--- src/rtl/core/sfc_pkg.sv ---
// sfc_pkg: shared types, constants and crc tables for the safety frame crc block
// depends on nothing
`timescale 1ns / 1ps
`default_nettype none
package sfc_pkg;

  localparam int DATA_WORDS = 5;
  localparam int IDX_W = 3;
  localparam logic [IDX_W-1:0] LAST_IDX = IDX_W'(DATA_WORDS - 1);
  localparam logic [16:0] MAX_TRIES = 17'h10000;

  typedef enum logic [1:0] {
    ST_IDLE,
    ST_RUN,
    ST_EVAL,
    ST_OUT
  } sfc_state_t;

  typedef struct packed {
    logic       func;
    logic [2:0] word_index;
    logic [7:0] command;
    logic [15:0] conn_id;
    logic [15:0] sequence_in;
    logic [15:0] chained_crc;
    logic [15:0] previous_own_crc;
    logic [15:0] data_word;
    logic [15:0] expected_crc;
  } sfc_in_t;

  typedef struct packed {
    logic [15:0] crc_word;
    logic        crc_match;
    logic        frame_ok;
    logic [15:0] sequence_out;
    logic        last_word;
  } sfc_out_t;

  localparam logic [15:0] TAB_HI [256] = '{
    16'h0000,16'h39B7,16'h736E,16'h4AD9,16'hE6DC,16'hDF6B,16'h95B2,16'hAC05,
    16'hF40F,16'hCDB8,16'h8761,16'hBED6,16'h12D3,16'h2B64,16'h61BD,16'h580A,
    16'hD1A9,16'hE81E,16'hA2C7,16'h9B70,16'h3775,16'h0EC2,16'h441B,16'h7DAC,
    16'h25A6,16'h1C11,16'h56C8,16'h6F7F,16'hC37A,16'hFACD,16'hB014,16'h89A3,
    16'h9AE5,16'hA352,16'hE98B,16'hD03C,16'h7C39,16'h458E,16'h0F57,16'h36E0,
    16'h6EEA,16'h575D,16'h1D84,16'h2433,16'h8836,16'hB181,16'hFB58,16'hC2EF,
    16'h4B4C,16'h72FB,16'h3822,16'h0195,16'hAD90,16'h9427,16'hDEFE,16'hE749,
    16'hBF43,16'h86F4,16'hCC2D,16'hF59A,16'h599F,16'h6028,16'h2AF1,16'h1346,
    16'h0C7D,16'h35CA,16'h7F13,16'h46A4,16'hEAA1,16'hD316,16'h99CF,16'hA078,
    16'hF872,16'hC1C5,16'h8B1C,16'hB2AB,16'h1EAE,16'h2719,16'h6DC0,16'h5477,
    16'hDDD4,16'hE463,16'hAEBA,16'h970D,16'h3B08,16'h02BF,16'h4866,16'h71D1,
    16'h29DB,16'h106C,16'h5AB5,16'h6302,16'hCF07,16'hF6B0,16'hBC69,16'h85DE,
    16'h9698,16'hAF2F,16'hE5F6,16'hDC41,16'h7044,16'h49F3,16'h032A,16'h3A9D,
    16'h6297,16'h5B20,16'h11F9,16'h284E,16'h844B,16'hBDFC,16'hF725,16'hCE92,
    16'h4731,16'h7E86,16'h345F,16'h0DE8,16'hA1ED,16'h985A,16'hD283,16'hEB34,
    16'hB33E,16'h8A89,16'hC050,16'hF9E7,16'h55E2,16'h6C55,16'h268C,16'h1F3B,
    16'h18FA,16'h214D,16'h6B94,16'h5223,16'hFE26,16'hC791,16'h8D48,16'hB4FF,
    16'hECF5,16'hD542,16'h9F9B,16'hA62C,16'h0A29,16'h339E,16'h7947,16'h40F0,
    16'hC953,16'hF0E4,16'hBA3D,16'h838A,16'h2F8F,16'h1638,16'h5CE1,16'h6556,
    16'h3D5C,16'h04EB,16'h4E32,16'h7785,16'hDB80,16'hE237,16'hA8EE,16'h9159,
    16'h821F,16'hBBA8,16'hF171,16'hC8C6,16'h64C3,16'h5D74,16'h17AD,16'h2E1A,
    16'h7610,16'h4FA7,16'h057E,16'h3CC9,16'h90CC,16'hA97B,16'hE3A2,16'hDA15,
    16'h53B6,16'h6A01,16'h20D8,16'h196F,16'hB56A,16'h8CDD,16'hC604,16'hFFB3,
    16'hA7B9,16'h9E0E,16'hD4D7,16'hED60,16'h4165,16'h78D2,16'h320B,16'h0BBC,
    16'h1487,16'h2D30,16'h67E9,16'h5E5E,16'hF25B,16'hCBEC,16'h8135,16'hB882,
    16'hE088,16'hD93F,16'h93E6,16'hAA51,16'h0654,16'h3FE3,16'h753A,16'h4C8D,
    16'hC52E,16'hFC99,16'hB640,16'h8FF7,16'h23F2,16'h1A45,16'h509C,16'h692B,
    16'h3121,16'h0896,16'h424F,16'h7BF8,16'hD7FD,16'hEE4A,16'hA493,16'h9D24,
    16'h8E62,16'hB7D5,16'hFD0C,16'hC4BB,16'h68BE,16'h5109,16'h1BD0,16'h2267,
    16'h7A6D,16'h43DA,16'h0903,16'h30B4,16'h9CB1,16'hA506,16'hEFDF,16'hD668,
    16'h5FCB,16'h667C,16'h2CA5,16'h1512,16'hB917,16'h80A0,16'hCA79,16'hF3CE,
    16'hABC4,16'h9273,16'hD8AA,16'hE11D,16'h4D18,16'h74AF,16'h3E76,16'h07C1
  };

  localparam logic [15:0] TAB_DAT [256] = '{
    16'h0000,16'h7648,16'hEC90,16'h9AD8,16'hE097,16'h96DF,16'h0C07,16'h7A4F,
    16'hF899,16'h8ED1,16'h1409,16'h6241,16'h180E,16'h6E46,16'hF49E,16'h82D6,
    16'hC885,16'hBECD,16'h2415,16'h525D,16'h2812,16'h5E5A,16'hC482,16'hB2CA,
    16'h301C,16'h4654,16'hDC8C,16'hAAC4,16'hD08B,16'hA6C3,16'h3C1B,16'h4A53,
    16'hA8BD,16'hDEF5,16'h442D,16'h3265,16'h482A,16'h3E62,16'hA4BA,16'hD2F2,
    16'h5024,16'h266C,16'hBCB4,16'hCAFC,16'hB0B3,16'hC6FB,16'h5C23,16'h2A6B,
    16'h6038,16'h1670,16'h8CA8,16'hFAE0,16'h80AF,16'hF6E7,16'h6C3F,16'h1A77,
    16'h98A1,16'hEEE9,16'h7431,16'h0279,16'h7836,16'h0E7E,16'h94A6,16'hE2EE,
    16'h68CD,16'h1E85,16'h845D,16'hF215,16'h885A,16'hFE12,16'h64CA,16'h1282,
    16'h9054,16'hE61C,16'h7CC4,16'h0A8C,16'h70C3,16'h068B,16'h9C53,16'hEA1B,
    16'hA048,16'hD600,16'h4CD8,16'h3A90,16'h40DF,16'h3697,16'hAC4F,16'hDA07,
    16'h58D1,16'h2E99,16'hB441,16'hC209,16'hB846,16'hCE0E,16'h54D6,16'h229E,
    16'hC070,16'hB638,16'h2CE0,16'h5AA8,16'h20E7,16'h56AF,16'hCC77,16'hBA3F,
    16'h38E9,16'h4EA1,16'hD479,16'hA231,16'hD87E,16'hAE36,16'h34EE,16'h42A6,
    16'h08F5,16'h7EBD,16'hE465,16'h922D,16'hE862,16'h9E2A,16'h04F2,16'h72BA,
    16'hF06C,16'h8624,16'h1CFC,16'h6AB4,16'h10FB,16'h66B3,16'hFC6B,16'h8A23,
    16'hD19A,16'hA7D2,16'h3D0A,16'h4B42,16'h310D,16'h4745,16'hDD9D,16'hABD5,
    16'h2903,16'h5F4B,16'hC593,16'hB3DB,16'hC994,16'hBFDC,16'h2504,16'h534C,
    16'h191F,16'h6F57,16'hF58F,16'h83C7,16'hF988,16'h8FC0,16'h1518,16'h6350,
    16'hE186,16'h97CE,16'h0D16,16'h7B5E,16'h0111,16'h7759,16'hED81,16'h9BC9,
    16'h7927,16'h0F6F,16'h95B7,16'hE3FF,16'h99B0,16'hEFF8,16'h7520,16'h0368,
    16'h81BE,16'hF7F6,16'h6D2E,16'h1B66,16'h6129,16'h1761,16'h8DB9,16'hFBF1,
    16'hB1A2,16'hC7EA,16'h5D32,16'h2B7A,16'h5135,16'h277D,16'hBDA5,16'hCBED,
    16'h493B,16'h3F73,16'hA5AB,16'hD3E3,16'hA9AC,16'hDFE4,16'h453C,16'h3374,
    16'hB957,16'hCF1F,16'h55C7,16'h238F,16'h59C0,16'h2F88,16'hB550,16'hC318,
    16'h41CE,16'h3786,16'hAD5E,16'hDB16,16'hA159,16'hD711,16'h4DC9,16'h3B81,
    16'h71D2,16'h079A,16'h9D42,16'hEB0A,16'h9145,16'hE70D,16'h7DD5,16'h0B9D,
    16'h894B,16'hFF03,16'h65DB,16'h1393,16'h69DC,16'h1F94,16'h854C,16'hF304,
    16'h11EA,16'h67A2,16'hFD7A,16'h8B32,16'hF17D,16'h8735,16'h1DED,16'h6BA5,
    16'hE973,16'h9F3B,16'h05E3,16'h73AB,16'h09E4,16'h7FAC,16'hE574,16'h933C,
    16'hD96F,16'hAF27,16'h35FF,16'h43B7,16'h39F8,16'h4FB0,16'hD568,16'hA320,
    16'h21F6,16'h57BE,16'hCD66,16'hBB2E,16'hC161,16'hB729,16'h2DF1,16'h5BB9
  };

endpackage
`default_nettype wire

--- src/rtl/core/sfc_if.sv ---
// sfc_if: valid/ready channel carrying one payload struct
// depends on sfc_pkg
`timescale 1ns / 1ps
`default_nettype none
interface sfc_in_if;
  import sfc_pkg::*;
  logic    valid;
  logic    ready;
  sfc_in_t data;
  modport source (output valid, output data, input ready);
  modport sink (input valid, input data, output ready);
endinterface

interface sfc_out_if;
  import sfc_pkg::*;
  logic     valid;
  logic     ready;
  sfc_out_t data;
  modport source (output valid, output data, input ready);
  modport sink (input valid, input data, output ready);
endinterface
`default_nettype wire

--- src/rtl/core/sfc_byte_unit.sv ---
// sfc_byte_unit: one two-table crc byte update, shared by every step
// depends on sfc_pkg tables
`timescale 1ns / 1ps
`default_nettype none
module sfc_byte_unit (
  input  wire logic [15:0] crc_i,
  input  wire logic [7:0]  byte_i,
  output logic [15:0]      crc_o
);
  import sfc_pkg::*;
  logic [15:0] t;
  always_comb begin
    t = TAB_HI[crc_i[15:8]] ^ TAB_DAT[byte_i];
    crc_o = {t[15:8] ^ crc_i[7:0], t[7:0]};
  end
endmodule
`default_nettype wire

--- src/rtl/core/safety_frame_crc.sv ---
// safety_frame_crc: per-word crc generator and checker for a safety frame
// one byte update per cycle in the run state; word 0 hashes the header and data word
// on each header try, later words hash index and data word; each collision adds one try
// one transaction at a time; result held in an output register until taken
// synchronous active-low reset clears control, header crc and used sequence, sets frame status good
`timescale 1ns / 1ps
`default_nettype none
module safety_frame_crc (
  input  wire logic clk,
  input  wire logic rst_n,
  sfc_in_if.sink    in_ch,
  sfc_out_if.source out_ch
);
  import sfc_pkg::*;

  sfc_state_t  state_r, state_nxt;
  sfc_in_t     item_r;
  logic [3:0]  step_r;
  logic [15:0] crc_r, seq_r, hdr_r, seq_used_r;
  logic        good_r;
  logic [16:0] tries_r;
  sfc_out_t    res_r;
  logic [7:0]  byte_sel;
  logic [15:0] crc_new;
  logic [3:0]  last_step;
  logic        is_hdr, collide, in_frame, match;

  assign is_hdr    = (item_r.word_index == '0);
  assign last_step = is_hdr ? 4'd8 : 4'd3;
  assign collide   = (crc_r == item_r.previous_own_crc) && (tries_r != MAX_TRIES - 17'd1);
  assign in_frame  = (32'(item_r.word_index) < DATA_WORDS);
  assign match     = item_r.func ? (crc_r == item_r.expected_crc) : 1'b1;

  always_comb begin
    byte_sel = '0;
    if (is_hdr) begin
      unique case (step_r)
        4'd0: byte_sel = item_r.chained_crc[7:0];
        4'd1: byte_sel = item_r.chained_crc[15:8];
        4'd2: byte_sel = item_r.conn_id[7:0];
        4'd3: byte_sel = item_r.conn_id[15:8];
        4'd4: byte_sel = seq_r[7:0];
        4'd5: byte_sel = seq_r[15:8];
        4'd6: byte_sel = item_r.command;
        4'd7: byte_sel = item_r.data_word[7:0];
        4'd8: byte_sel = item_r.data_word[15:8];
        default: byte_sel = '0;
      endcase
    end else begin
      unique case (step_r)
        4'd0: byte_sel = {5'd0, item_r.word_index};
        4'd1: byte_sel = 8'd0;
        4'd2: byte_sel = item_r.data_word[7:0];
        4'd3: byte_sel = item_r.data_word[15:8];
        default: byte_sel = '0;
      endcase
    end
  end

  sfc_byte_unit u_byte (.crc_i(crc_r), .byte_i(byte_sel), .crc_o(crc_new));

  always_comb begin
    state_nxt = state_r;
    unique case (state_r)
      ST_IDLE: if (in_ch.valid) state_nxt = ST_RUN;
      ST_RUN:  if (step_r == last_step) state_nxt = ST_EVAL;
      ST_EVAL: state_nxt = (is_hdr && collide) ? ST_RUN : ST_OUT;
      ST_OUT:  if (out_ch.ready) state_nxt = ST_IDLE;
      default: state_nxt = ST_IDLE;
    endcase
  end

  always_comb begin
    in_ch.ready  = (state_r == ST_IDLE);
    out_ch.valid = (state_r == ST_OUT);
    out_ch.data  = res_r;
  end

  always_ff @(posedge clk) begin
    if (!rst_n) begin
      state_r    <= ST_IDLE;
      hdr_r      <= '0;
      seq_used_r <= '0;
      good_r     <= 1'b1;
      step_r     <= '0;
    end else begin
      state_r <= state_nxt;
      unique case (state_r)
        ST_IDLE: if (in_ch.valid) begin
          item_r  <= in_ch.data;
          seq_r   <= in_ch.data.sequence_in;
          crc_r   <= (in_ch.data.word_index == '0) ? 16'd0 : hdr_r;
          step_r  <= '0;
          tries_r <= '0;
        end
        ST_RUN: begin
          crc_r  <= crc_new;
          step_r <= step_r + 4'd1;
          if (is_hdr && step_r == 4'd6) hdr_r <= crc_new;
        end
        ST_EVAL: begin
          step_r <= '0;
          if (is_hdr && collide) begin
            crc_r   <= '0;
            tries_r <= tries_r + 17'd1;
            seq_r   <= (seq_r == 16'hFFFF) ? 16'd1 : seq_r + 16'd1;
          end else begin
            res_r.crc_word  <= crc_r;
            res_r.crc_match <= match;
            res_r.last_word <= (item_r.word_index == LAST_IDX);
            if (is_hdr) begin
              seq_used_r         <= seq_r;
              res_r.sequence_out <= seq_r;
              good_r             <= match;
              res_r.frame_ok     <= match;
            end else begin
              res_r.sequence_out <= seq_used_r;
              good_r             <= in_frame ? (good_r & match) : good_r;
              res_r.frame_ok     <= in_frame ? (good_r & match) : good_r;
            end
          end
        end
        ST_OUT: ;
        default: ;
      endcase
    end
  end
endmodule
`default_nettype wire

--- src/flat_wrapper.sv ---
// flat-port wrapper written by rule: the top's interface ports become plain ports
module safety_frame_crc_flat import sfc_pkg::*;
  (clk, rst_n, in_ch_valid, in_ch_data, in_ch_ready, out_ch_valid, out_ch_data, out_ch_ready);
  sfc_in_if in_ch_i ();
  sfc_out_if out_ch_i ();
  input  wire logic clk;
  input  wire logic rst_n;
  input wire logic [$bits(in_ch_i.valid)-1:0] in_ch_valid;
  input wire logic [$bits(in_ch_i.data)-1:0] in_ch_data;
  output wire logic [$bits(in_ch_i.ready)-1:0] in_ch_ready;
  output wire logic [$bits(out_ch_i.valid)-1:0] out_ch_valid;
  output wire logic [$bits(out_ch_i.data)-1:0] out_ch_data;
  input wire logic [$bits(out_ch_i.ready)-1:0] out_ch_ready;
  assign in_ch_i.valid = in_ch_valid;
  assign in_ch_i.data = in_ch_data;
  assign in_ch_ready = in_ch_i.ready;
  assign out_ch_valid = out_ch_i.valid;
  assign out_ch_data = out_ch_i.data;
  assign out_ch_i.ready = out_ch_ready;
  safety_frame_crc u_core (.clk(clk), .rst_n(rst_n), .in_ch(in_ch_i), .out_ch(out_ch_i));
endmodule
--- config.mk ---
export PLATFORM = sky130hd
export DESIGN_NAME = safety_frame_crc_flat
export DESIGN_NICKNAME = d
export VERILOG_FILES = /design/src/rtl/core/sfc_pkg.sv /design/src/rtl/core/sfc_if.sv /design/src/rtl/core/sfc_byte_unit.sv /design/src/rtl/core/safety_frame_crc.sv /design/src/flat_wrapper.sv
export SDC_FILE = /design/constraint.sdc
export NUM_CORES = 1
export LEC_CHECK = 0
export BUFFER_PORTS_ARGS = -buffer_cell sky130_fd_sc_hd__buf_4
export CAP_MARGIN = 10
export CORE_MARGIN = 3
export CORE_UTILIZATION = 55
export CTS_CLUSTER_SIZE = 40
export DETAILED_ROUTE_END_ITERATION = 12
export PLACE_DENSITY = 0.74
export SYNTH_ARGS = -nofsm -noshare
export SYNTH_HDL_FRONTEND = slang
export SYNTH_SLANG_ARGS = --single-unit
--- constraint.sdc ---
create_clock -name clk -period 7 [get_ports clk]
set_input_delay 1.4 -clock clk [delete_from_list [all_inputs] [get_ports clk]]
set_output_delay 1.4 -clock clk [all_outputs]
set_load 0.03 [all_outputs]
# == After elaboration in Yosys (flattened, before gate mapping) ==
# Memory sizes are Yosys's and may differ from the RTL's.
# Index checks and enable logic that the tools add are counted.
# Widths: inputs -> output; s select.
# totals
elab_cells,104
rom_bits,8192
input_bits,112
regBits,215
mem_count,2
# classes
bitwise,6
reduce_logical,18
add_sub_neg,3
n_lt_le_gt_ge,3
n_eq_ne,21
muxes,30
# mem_list
name,depth,width,rd,rd_clocked_by_memory_dff,wr,line_no,rtl
(name not given),256,16,1,0,0,sfc_byte_unit.sv:13,t = TAB_HI[crc_i[15:8]] ^ TAB_DAT[byte_i];
(name not given),256,16,1,0,0,sfc_byte_unit.sv:13,
# op_table
op,count
$mux 16,10
$pmux 8 s9,1
$mux 17,3
$pmux 16 s3,1
$pmux 17 s2,1
$eq 16x16->1,2
$pmux 16 s2,1
$pmux 8 s3,1
$ge 9x9->1 const B,2
$not 8->9,2
$add 17x1->17 const B,1
$ne 17x16->1 const B,1
$add 16x1->16 const B,1
$eq 16x16->1 const B,1
$eq 4x3->1 const B,4
$xor 16x16->16,1
$pmux 4 s3,1
$reduce_and 3->1,4
$eq 4x2->1 const B,2
$mux 2,4
$mux 4,2
$mux 8,1
$pmux 2 s4,1
$reduce_and 4->1,2
21 further kinds,31

# == Logic depth before layout (Yosys ltp) ==
# depth
depth_word,10
ltp_mapped,16
depth_no_buf,14

# == Cells and area by module ==
# Synthesis repeated with hierarchy kept, for this count alone.
# hier_totals
cells_unflattened,850
hier_area_um2,10184.8
# by_module_without_submodules
module,cells_per_inst,area_each_um2,seq_area_each_um2,n_inst
safety_frame_crc,760,9386.5,6065.8,1
sfc_byte_unit,90,798.3,0.0,1

# == Worst setup path before layout ==
# No wires, ideal clock.
# synth_path
path_type,in2reg
from,input rst_n
to,"register u_core.item_r[0] (netlist bit), enable pin"
setup_ns,0.461
slack_ns,2.716
stages,2
arrival_time_ns,3.822
path_buffers,1
cell_sequence,clkbuf_1 and3_1
# synth_between
elab_chain_len,1
# synth_lines
element,line_no,rtl
"start, declared",flat_wrapper.sv:7,input wire logic rst_n;
$reduce_and 3->1 (no line),--,
"end signal, assigned",safety_frame_crc.sv:90,item_r <= in_ch.data;
"end, declared",safety_frame_crc.sv:17,sfc_in_t item_r;
# No other way between the ends.
# A chain may end at the register's enable or synchronous reset.

# == Worst setup path in the final report ==
# layout_path
from,register u_core.step_r[0]
to,register u_core.crc_r[3] (data pin)
# layout_between
elab_chain_len,9
elab_cells_between_ends,18
cone_classes,8 x eq/ne; 6 x mux; 2 x bitwise; 1 x reduce/logical; 1 x memory
# layout_lines
element,line_no,rtl
"start, declared",safety_frame_crc.sv:18,logic [3:0] step_r;
"start signal, assigned",safety_frame_crc.sv:98,step_r <= step_r + 4'd1;
"$eq 4x4->1, or another cell as far along",safety_frame_crc.sv:37,unique case (step_r)
$pmux 8 s9 or $pmux 8 s3 (tied branches),"safety_frame_crc.sv:37, safety_frame_crc.sv:50",
$mux 8 (*),safety_frame_crc.sv:36,if (is_hdr) begin
$not 8->9 (not written as such) (*),sfc_byte_unit.sv:13,
$mem_v2 256x16 (*),--,
$mux 16 (not written as such) (*) (2 in series),sfc_byte_unit.sv:13,
$xor 16x16->16 (*),sfc_byte_unit.sv:13,
$pmux 16 s3 (*),safety_frame_crc.sv:88,unique case (state_r)
"end signal, assigned",safety_frame_crc.sv:92,crc_r <= (in_ch.data.word_index == '0) ? 16'd0 : hdr_r;
"end signal, assigned",safety_frame_crc.sv:97,crc_r <= crc_new;
"end, declared",safety_frame_crc.sv:19,"logic [15:0] crc_r, seq_r, hdr_r, seq_used_r;"
# Mark *: on every way between the ends. The rest lies on a longest branch, timed or not. The select of a mux whose other input is x is not followed.

==> results.yml <==
route:
  drcViolationCount: 0
  ant_nets: 0
  drt-pass1-iter-count: 5
  drt-total-wl_um: 22700
  routedWlPerCell_um: 18.9
  vias_per_cell: 5.71
  vias: 6835
  initialDrtViolationCount: 626
critical_path:
  cp-start-kind: "register"
  worstPathArrival_ns: 4.18
  worstPathMaxFanout: 23
  cp-end-kind: "register"
  crit_required_ns: 7.22
  worstSetupPathType: "reg -> reg"
logic_synthesis:
  synth_xor_area_share_pct: 11.5
  yosys_warnings: 0
  synth_top_family_by_area: "XOR/XNOR gates"
  syn_nets: 952
  yosysTopAreaCellShare_pct: 52.5
  synthCells: 825
  ys_seq_area_share_pct: 60.2
  yosys.area.top_type: "edfxtp_1"
  ys_async_sr_fraction_pct: 0
  avgSynthCellArea_sq_um: 12.2
  ys_ff_latch: 215
  synth_ff_type: "edfxtp_1"
  synth_common_cells: "edfxtp_1, nand2_1, xnor2_1"
  synthAdderAreaFrac_pct: 1.86
  synthMuxAreaShare_pct: 2.56
  synthSimpleGateAreaFrac_pct: 10.7
  netlist_top_cells_area: "edfxtp_1, dfxtp_1, xnor2_1"
  synth_edf_count: 176
  synth-compound-area-share_pct: 9.86
  yosysMostFrequentCell: "edfxtp_1"
  syn_area_sq_mm: 0.0101
  yosysUniqueCellTypes: 58
layout:
  antennaDiodeCount: 0
  drive_above_1_share_pct: 21.6
  final_area_sq_mm: 0.0121
  num-nets-final: 1083
  fill_cells: 1303
  syn2layout_area_growth_pct: 19.6
  multi_input_area_sq_mm: 0.00369
  regArea_sq_mm: 0.00607
clock_tree:
  h-tree-depth: 1
  cts_tree: "built"
  cts_buffer_depth: 3
  cts_root_buf: "clkbuf_16"
  clk_pin_slew_ns: 0.06
  cts.sinks: 215
  worstSkewPairLatency_ns: 0.50
  postCtsSetupBuffers: 0
  cts_buffers: 23
  holdBufCountCts: 0
  postCtsResizedCells: 0
timing:
  setup_violations: 0
  finalHoldViolCount: 0
  fin_crit_ns: 3.95
  fmax_ghz: 0.253
  finalClockSkew_ns: 0.00936
  min_period_over_period_pct: 56.5
  relSlewSlack_pct: 17.4
  tns_ns: 0
  finalMaxSlewViolations: 0
  rsz0062_at_grt: "no"
  tightest_slew_ns: 1.23
global_route:
  antenna_found_initial: 0
  met2_usage_pct: 34.2
  met1_usage_pct: 33.3
  grt_start_max_net_pins: 60
  top_usage_layer: "met2"
  grt_use_total_pct: 22.3
  use_met3_pct: 3.30
  grt_pass1_vias: 6589
  overflow: 0
  grt_first_pass_wirelength_um: 35400
worst_hold_path:
  hp-class: "reg -> reg"
run:
  drv_cap: 0
placed_design:
  dpl-instance-area_sq_mm: 0.0113
  portBuffers: 148
  place.gp.congestion: 0.907
  hpwlAfterDp_um: 15900
die:
  start_util_pct: 57.2
  die_y_um: 141
  die_w_um: 141
  io_pins: 149
  die_area_sq_mm: 0.0200
  core_sq_mm: 0.0176
  rows: 48
power:
  pwr_density_cell_mw_per_mm2: 352
  netSwitchingPower_mw: 1.37
  p_sw_share_pct: 32.2
  vdd_drop_max_mv: 0.254
  seqPwrFrac_pct: 41.9
  clockPowerShare_pct: 28.3
  leakage_nw: 4.56
  power_frac_comb_pct: 29.8
  internal_power_mw: 2.88
status:
  run_status: "finished, final reports clean"
critical path, cell delays in order (launching register included):
cell and delay, ns:
dfxtp_1 0.37, inv_1 0.12, ha_1 0.77, nand2b_2 0.22, a21oi_1 0.19, nand2_1 0.17, o32ai_1 0.66, inv_1 0.20
ha_1 0.37, xnor2_1 0.20, xnor2_1 0.15, xnor2_1 0.16, o21ai_0 0.11
metal layers:
metal  part of all wire [%]  vias to the layer above
met3                    7.9                       46
met5                      0                        -
met2                     46                      278
met4                    2.4                        0
li1                       -                     3239
met1                     44                     3272
power groups by stage:
stage	Combinational, mW	Sequential [mW]	Clock [mW]
after floorplan	0.977	1.74	0
after global placement	1.24	1.80	0
after detailed placement	1.26	1.80	0
after CTS	1.27	1.78	1.22
after global routing	1.38	1.80	1.27
final	1.26	1.78	1.20
cell families after synthesis:
kind of cell / count (synthesis)
buffers and inverters: 76
AOI/OAI and AO/OA: 143
and+or+nand+nor: 228
DFF: 215
adders and majority gates: 15
muxes: 25
xor gates and xnor gates: 123
stage by stage:
| step | total power [mW] | instances | hold slack (ns) | setup slack [ns] | utilization [%] |
|---|---|---|---|---|---|
| 6_report | 4.25 | 1197 | 0.486 | 3.05 | 68.5 |
| 5_1_grt | 4.45 | 1197 | 0.516 | 2.73 | 68.5 |
| 4_1_cts | 4.27 | 1197 | 0.487 | 3.07 | 68.5 |
| 3_5_place_dp | 3.06 | 1156 | 0.472 | 3.08 | 64.2 |
| 3_3_place_gp | 3.04 | 1156 | 0.464 | 3.17 | 64.2 |
| 2_1_floorplan | 2.72 | 825 | 0.424 | 2.72 | - |
registers in the layout, summed over array words and instances, names as in the netlist:
register and count:
u_core.item_r 92, u_core.out_ch.data 35, u_core.tries_r 17, u_core.crc_r 16, u_core.hdr_r 16, u_core.seq_r 16, u_core.seq_used_r 16, u_core.step_r 4
u_core.state_r 2, u_core.good_r 1
layout by cell type, fill, tap and decap left out, drive strengths merged, types with 20 or more instances in the layout:
cell type | synthesis | layout
dfxtp | 39 | 39
clkbuf | 32 | 31
nor2 | 47 | 47
a21oi | 32 | 32
a22oi | 20 | 20
edfxtp | 176 | 176
nand2 | 89 | 89
xnor2 | 69 | 69
buf | 18 | 156
nand3 | 21 | 21
xor2 | 49 | 49
inv | 26 | 27
o21ai | 36 | 36
mux2i | 22 | 22
final timing paths:
kind,start,endpoint,slack [ns],cells past startpoint
worst max register to register,u_core.step_r[0],u_core.crc_r[3],3.05,12
worst max-delay path,u_core.step_r[0],u_core.crc_r[3],3.05,12
worst min register to register,u_core.good_r,u_core.good_r,0.49,1
worst min-delay path,u_core.good_r,u_core.good_r,0.49,1
cell type report:
cell class	count	area share, %
sequential	215	50.3
multi-input combinational	534	30.6
timing repair buffer	156	9.72
clock buffer	31	5.36
tap	225	2.34
clock inverter	10	0.862
inverter	26	0.810
Power figures use the tool's default switching activity.
